--- src/hw/rtl/omce_pkg.sv ---
// Package for the ordered map ceiling extract block: sizes, operation codes
// and the structs passed between the top level and the row of table cells.
// No dependencies.
`default_nettype none

package omce_pkg;

    // Table size and field widths
    localparam int CAPACITY = 64;
    localparam int KEY_W    = 64;
    localparam int VAL_W    = 64;
    localparam int FUNC_W   = 2;

    // Operation codes; code 3 is unused and does nothing
    typedef enum logic [FUNC_W-1:0] {
        FUNC_ADD   = 2'd0,
        FUNC_RM_EQ = 2'd1,
        FUNC_RM_GE = 2'd2
    } t_func;

    // One table slot
    typedef struct packed {
        logic             valid;
        logic [KEY_W-1:0] key;
        logic [VAL_W-1:0] value;
    } t_slot;

    // Request held while the row works on it
    typedef struct packed {
        logic [FUNC_W-1:0] func;
        logic [KEY_W-1:0]  key;
        logic [VAL_W-1:0]  value;
    } t_cmd;

    // Row-wide shift controls
    typedef struct packed {
        logic ins;   // insert shifts the row right from the insert slot
        logic rem;   // remove shifts the row left from the hit slot
    } t_ctl;

endpackage : omce_pkg

`default_nettype wire

--- src/hw/rtl/omce_cell.sv ---
// One slot of the sorted row: holds a key/value pair, compares it with the
// broadcast query and takes its left or right neighbor on a shift.
// Depends on omce_pkg.
`default_nettype none

module omce_cell
    import omce_pkg::*;
(
    input  wire         i_clk,
    input  wire         i_rst_n,
    input  wire t_cmd   i_cmd,
    input  wire t_ctl   i_ctl,
    input  wire t_slot  i_left_slot,
    input  wire         i_left_before,
    input  wire t_slot  i_right_slot,
    output t_slot       o_slot,
    output logic        o_before,
    output logic        o_hit
);

    logic             r_valid;
    logic [KEY_W-1:0] r_key;
    logic [VAL_W-1:0] r_value;
    t_slot            n_slot;
    logic             w_pos;

    // Slot sorts before the query: at or below it for add (equal keys keep
    // arrival order), strictly below it for removals
    always_comb begin
        if (i_cmd.func == FUNC_ADD) begin
            o_before = r_valid && (r_key <= i_cmd.key);
        end else begin
            o_before = r_valid && (r_key < i_cmd.key);
        end
    end

    // First slot past the "before" prefix
    assign w_pos = !o_before && i_left_before;

    // Removal match at this slot
    assign o_hit = w_pos && r_valid &&
                   ((i_cmd.func == FUNC_RM_GE) ||
                    ((i_cmd.func == FUNC_RM_EQ) && (r_key == i_cmd.key)));

    assign o_slot = '{valid: r_valid, key: r_key, value: r_value};

    // Next slot contents
    always_comb begin
        n_slot = o_slot;
        if (i_ctl.ins && !o_before) begin
            if (w_pos) begin
                n_slot = '{valid: 1'b1, key: i_cmd.key, value: i_cmd.value};
            end else begin
                n_slot = i_left_slot;
            end
        end else if (i_ctl.rem && !o_before) begin
            n_slot = i_right_slot;
        end
    end

    // Valid bit is control state
    always_ff @(posedge i_clk) begin
        if (!i_rst_n) begin
            r_valid <= 1'b0;
        end else begin
            r_valid <= n_slot.valid;
        end
    end

    // Payload needs no reset
    always_ff @(posedge i_clk) begin
        r_key   <= n_slot.key;
        r_value <= n_slot.value;
    end

endmodule : omce_cell

`default_nettype wire

--- config.mk ---
export PLATFORM = sky130hd
export DESIGN_NAME = omce_cell
export DESIGN_NICKNAME = d
export VERILOG_FILES = /design/src/hw/rtl/omce_pkg.sv /design/src/hw/rtl/omce_cell.sv
export SDC_FILE = /design/constraint.sdc
export NUM_CORES = 1
export LEC_CHECK = 0
export BUFFER_PORTS_ARGS = -buffer_cell sky130_fd_sc_hd__buf_2
export CORE_AREA = 4 4 202 204
export DETAILED_ROUTE_END_ITERATION = 7
export DIE_AREA = 0 0 206 208
export PLACE_DENSITY = 0.45
export SYNTH_ARGS = -nofsm -noshare
export SYNTH_HDL_FRONTEND = slang
export SYNTH_SLANG_ARGS = --single-unit
--- constraint.sdc ---
create_clock -name i_clk -period 11.04 [get_ports i_clk]
set_clock_uncertainty 0.1 [all_clocks]
set_input_delay 1.104 -clock i_clk [delete_from_list [all_inputs] [get_ports i_clk]]
set_output_delay 1.104 -clock i_clk [all_outputs]
set_load 0.01 [all_outputs]
==> results.cfg <==
[synthesis]
synthSimpleGateAreaFrac = 0.106
synth_mux_area_frac = 0.151
synth.area.top_cells = edfxtp_1, mux2i_1, ha_1
yosys.area.top_type_share = 0.448
synth_top_area_cell = edfxtp_1
ys_warn_count = 0
syn_nets = 1272
syn_area_mm2 = 0.00858
synth_edf_count = 128
synth_top_family_by_area = multiplexers
yosys-top-cells-count = edfxtp_1, mux2i_1, nand2_1
synthArstFlopShare = 0
syn_avg_cell_area_um2 = 10.5
yosys.area_share.adder = 0.0934
synth-main-ff-cell = edfxtp_1
ys_seq_area_frac = 0.450
synth_cell_type_count = 42
synth_xor_xnor_area_share = 0
ys_ff_latch = 129
netlist_instances = 815
synth_compound_area_frac = 0.136

[critical_path]
path_buf_inv = 4
crit_chain = buf_2 -> inv_1 -> ha_1 -> nand4_1 -> nor4_1 -> o21ai_0 -> a311oi_2 -> nor2_1 -> a21bo_2 -> a21oi_4 -> buf_4 -> buf_4
path_class = in -> reg
critPathMaxStageDelay_ns = 0.77
path_max_fanout = 66
critPathLaunchType = input pin
critPathTopFamily = buffers and inverters
cp_common_cell = buf_4
worst_setup_path_end_kind = flop
worstPathRequired_ns = 11.00
cp_slowest_cell = buf_4
arrival_ns = 4.93

[route]
vias = 7839
wirelength_um = 33000
dr.pass1.iters = 6
avgViaCountPerCell = 4.21
drc = 0
drt.antenna.violating_nets = 0
wire_per_inst_um = 17.7
drt_iter0_markers = 321

[global_route]
grt_pass1_wl_um = 48200
grt_use_total = 0.149
grt_pass1_vias = 8142
grt_antenna_before_repair = 9
grt_max_degree = 149
grt_overflow = 0

[timing]
rsz0062_at_grt = no
finalHoldViolCount = 0
worst_pin_slew_ns = 1.05
hold_ws_ns = 0.647
fmax_ghz = 0.201
slew_violations = 0
period_share = 0.451
min_period_ns = 4.97
slew_headroom = 0.303
setup_viol = 0
fin_setup_tns_ns = 0

[run_status]
status = finished, final reports clean

[cts]
cts_resized = 0
cts_max_level = 4
clkTransAtPathRegs_ns = 0.06
clk_latency_ns = 0.43
hold_buffers = 0
numCtsBuffers = 17
cts_tree = yes
cts_sinks = 129
clk_path_buf_depth = 2
cts_setup_buffers = 0
cts-root-buf = clkbuf_16

[die]
pin_count = 524
dieWidth_um = 206
initial_utilization = 0.218
dieArea_mm2 = 0.0428
rows = 73
die_h_um = 208
design.core.area_mm2 = 0.0393

[hold_path]
hp-class = reg -> reg

[power_and_ir_drop]
irDropWorstVdd_v = 0.0000763
fin_total_pwr_mw = 1.81
power_density_mw_per_mm2 = 148
p_leak_nw = 6.13

[layout]
multi_input_area_mm2 = 0.00419
fillers = 4206
seq_area_mm2 = 0.00386
utilization = 0.313
area_growth_syn_to_layout_pct = 43.3
nets = 1776
fin_cells = 1860
drive_gt1_frac = 0.487

[placement]
dp_cells = 1825
dpl.hpwl_um = 27300
gp_congestion = 0.855
io_buffer_count = 523

[job]
maxCapViolCount = 0
placed cells by master, fill, tap and decap left out, types with 2 or more instances in the layout:
| cell | instances |
|---|---|
| a21oi_1 | 32 |
| o21ai_2 | 40 |
| buf_4 | 5 |
| inv_1 | 70 |
| diode_2 | 4 |
| nor3_1 | 3 |
| clkinv_4 | 3 |
| o21ai_0 | 102 |
| bufinv_16 | 4 |
| buf_2 | 522 |
| a221oi_1 | 3 |
| clkbuf_16 | 17 |
| nand4_1 | 11 |
| mux2i_1 | 128 |
| nand3_1 | 3 |
| nor4_1 | 2 |
| inv_6 | 4 |
| nand2b_1 | 3 |
| a21o_1 | 3 |
| edfxtp_1 | 128 |
| nor2_1 | 11 |
| nand2_2 | 40 |
| nand2_1 | 109 |
| ha_1 | 64 |
per-stage QoR:
| step | setup slack [ns] | instance area [um2] |
|---|---|---|
| 2_1_floorplan | 1.48 | 8580 |
| 3_3_place_gp | 5.51 | 11700 |
| 3_5_place_dp | 5.42 | 11700 |
| 4_1_cts | 5.91 | 12300 |
| 5_1_grt | 5.64 | 12300 |
| 6_report | 6.07 | 12300 |
metal layers:
metal / part of all wire / GRT usage / up-vias / wire [um]
met5: 0.00082 / 0 / - / 27
met4: 0.019 / 0.0445 / 4 / 617
met3: 0.080 / 0.0440 / 37 / 2640
met2: 0.51 / 0.269 / 329 / 16900
met1: 0.39 / 0.168 / 3515 / 12800
li1: - / - / 3954 / -
tightest hold or removal path: cells and delay by family, from the launching register on:
kind	cells	cell delay, ns
flops	1	0.42
simple gates	2	0.19
compound gates	1	0.09
sequential cells by signal (all words and copies together) (netlist names):
register	count
r_value	64
r_key	64
r_valid	1
report_power, final:
group          total, mW  internal, mW  switching (mW)
logic              0.506         0.205           0.301
clock network      0.621         0.381           0.240
registers          0.687         0.651          0.0356
logic make-up after synthesis:
| family | count (synthesis) |
|---|---|
| multiplexers | 129 |
| adder cells (fa/ha/maj) | 64 |
| flip-flops | 129 |
| buffers and inverters | 114 |
| AND/OR/NAND/NOR | 189 |
| AO/OA/AOI/OAI | 190 |
path summary, 6_finish.rpt:
kind                              from              endpoint  slack, ns  depth (start not counted)
setup / recovery             i_cmd[75]   r_key[48]$_DFFE_PP_       6.07                         12
hold / removal    r_valid$_SDFFE_PN0P_  r_valid$_SDFFE_PN0P_       0.65                          3
setup reg to reg   r_key[11]$_DFFE_PP_   r_key[48]$_DFFE_PP_       6.41                         10
hold reg to reg   r_valid$_SDFFE_PN0P_  r_valid$_SDFFE_PN0P_       0.65                          3
area by class of cell:
type | count | area share
inverter | 70 | 0.0214
tap | 525 | 0.0534
antenna | 4 | 0.000814
clock inverter | 14 | 0.0164
clock buffer | 17 | 0.0346
timing repair buffer | 529 | 0.218
multi-input combinational | 572 | 0.341
sequential | 129 | 0.314
Power figures use the tool's default switching activity.
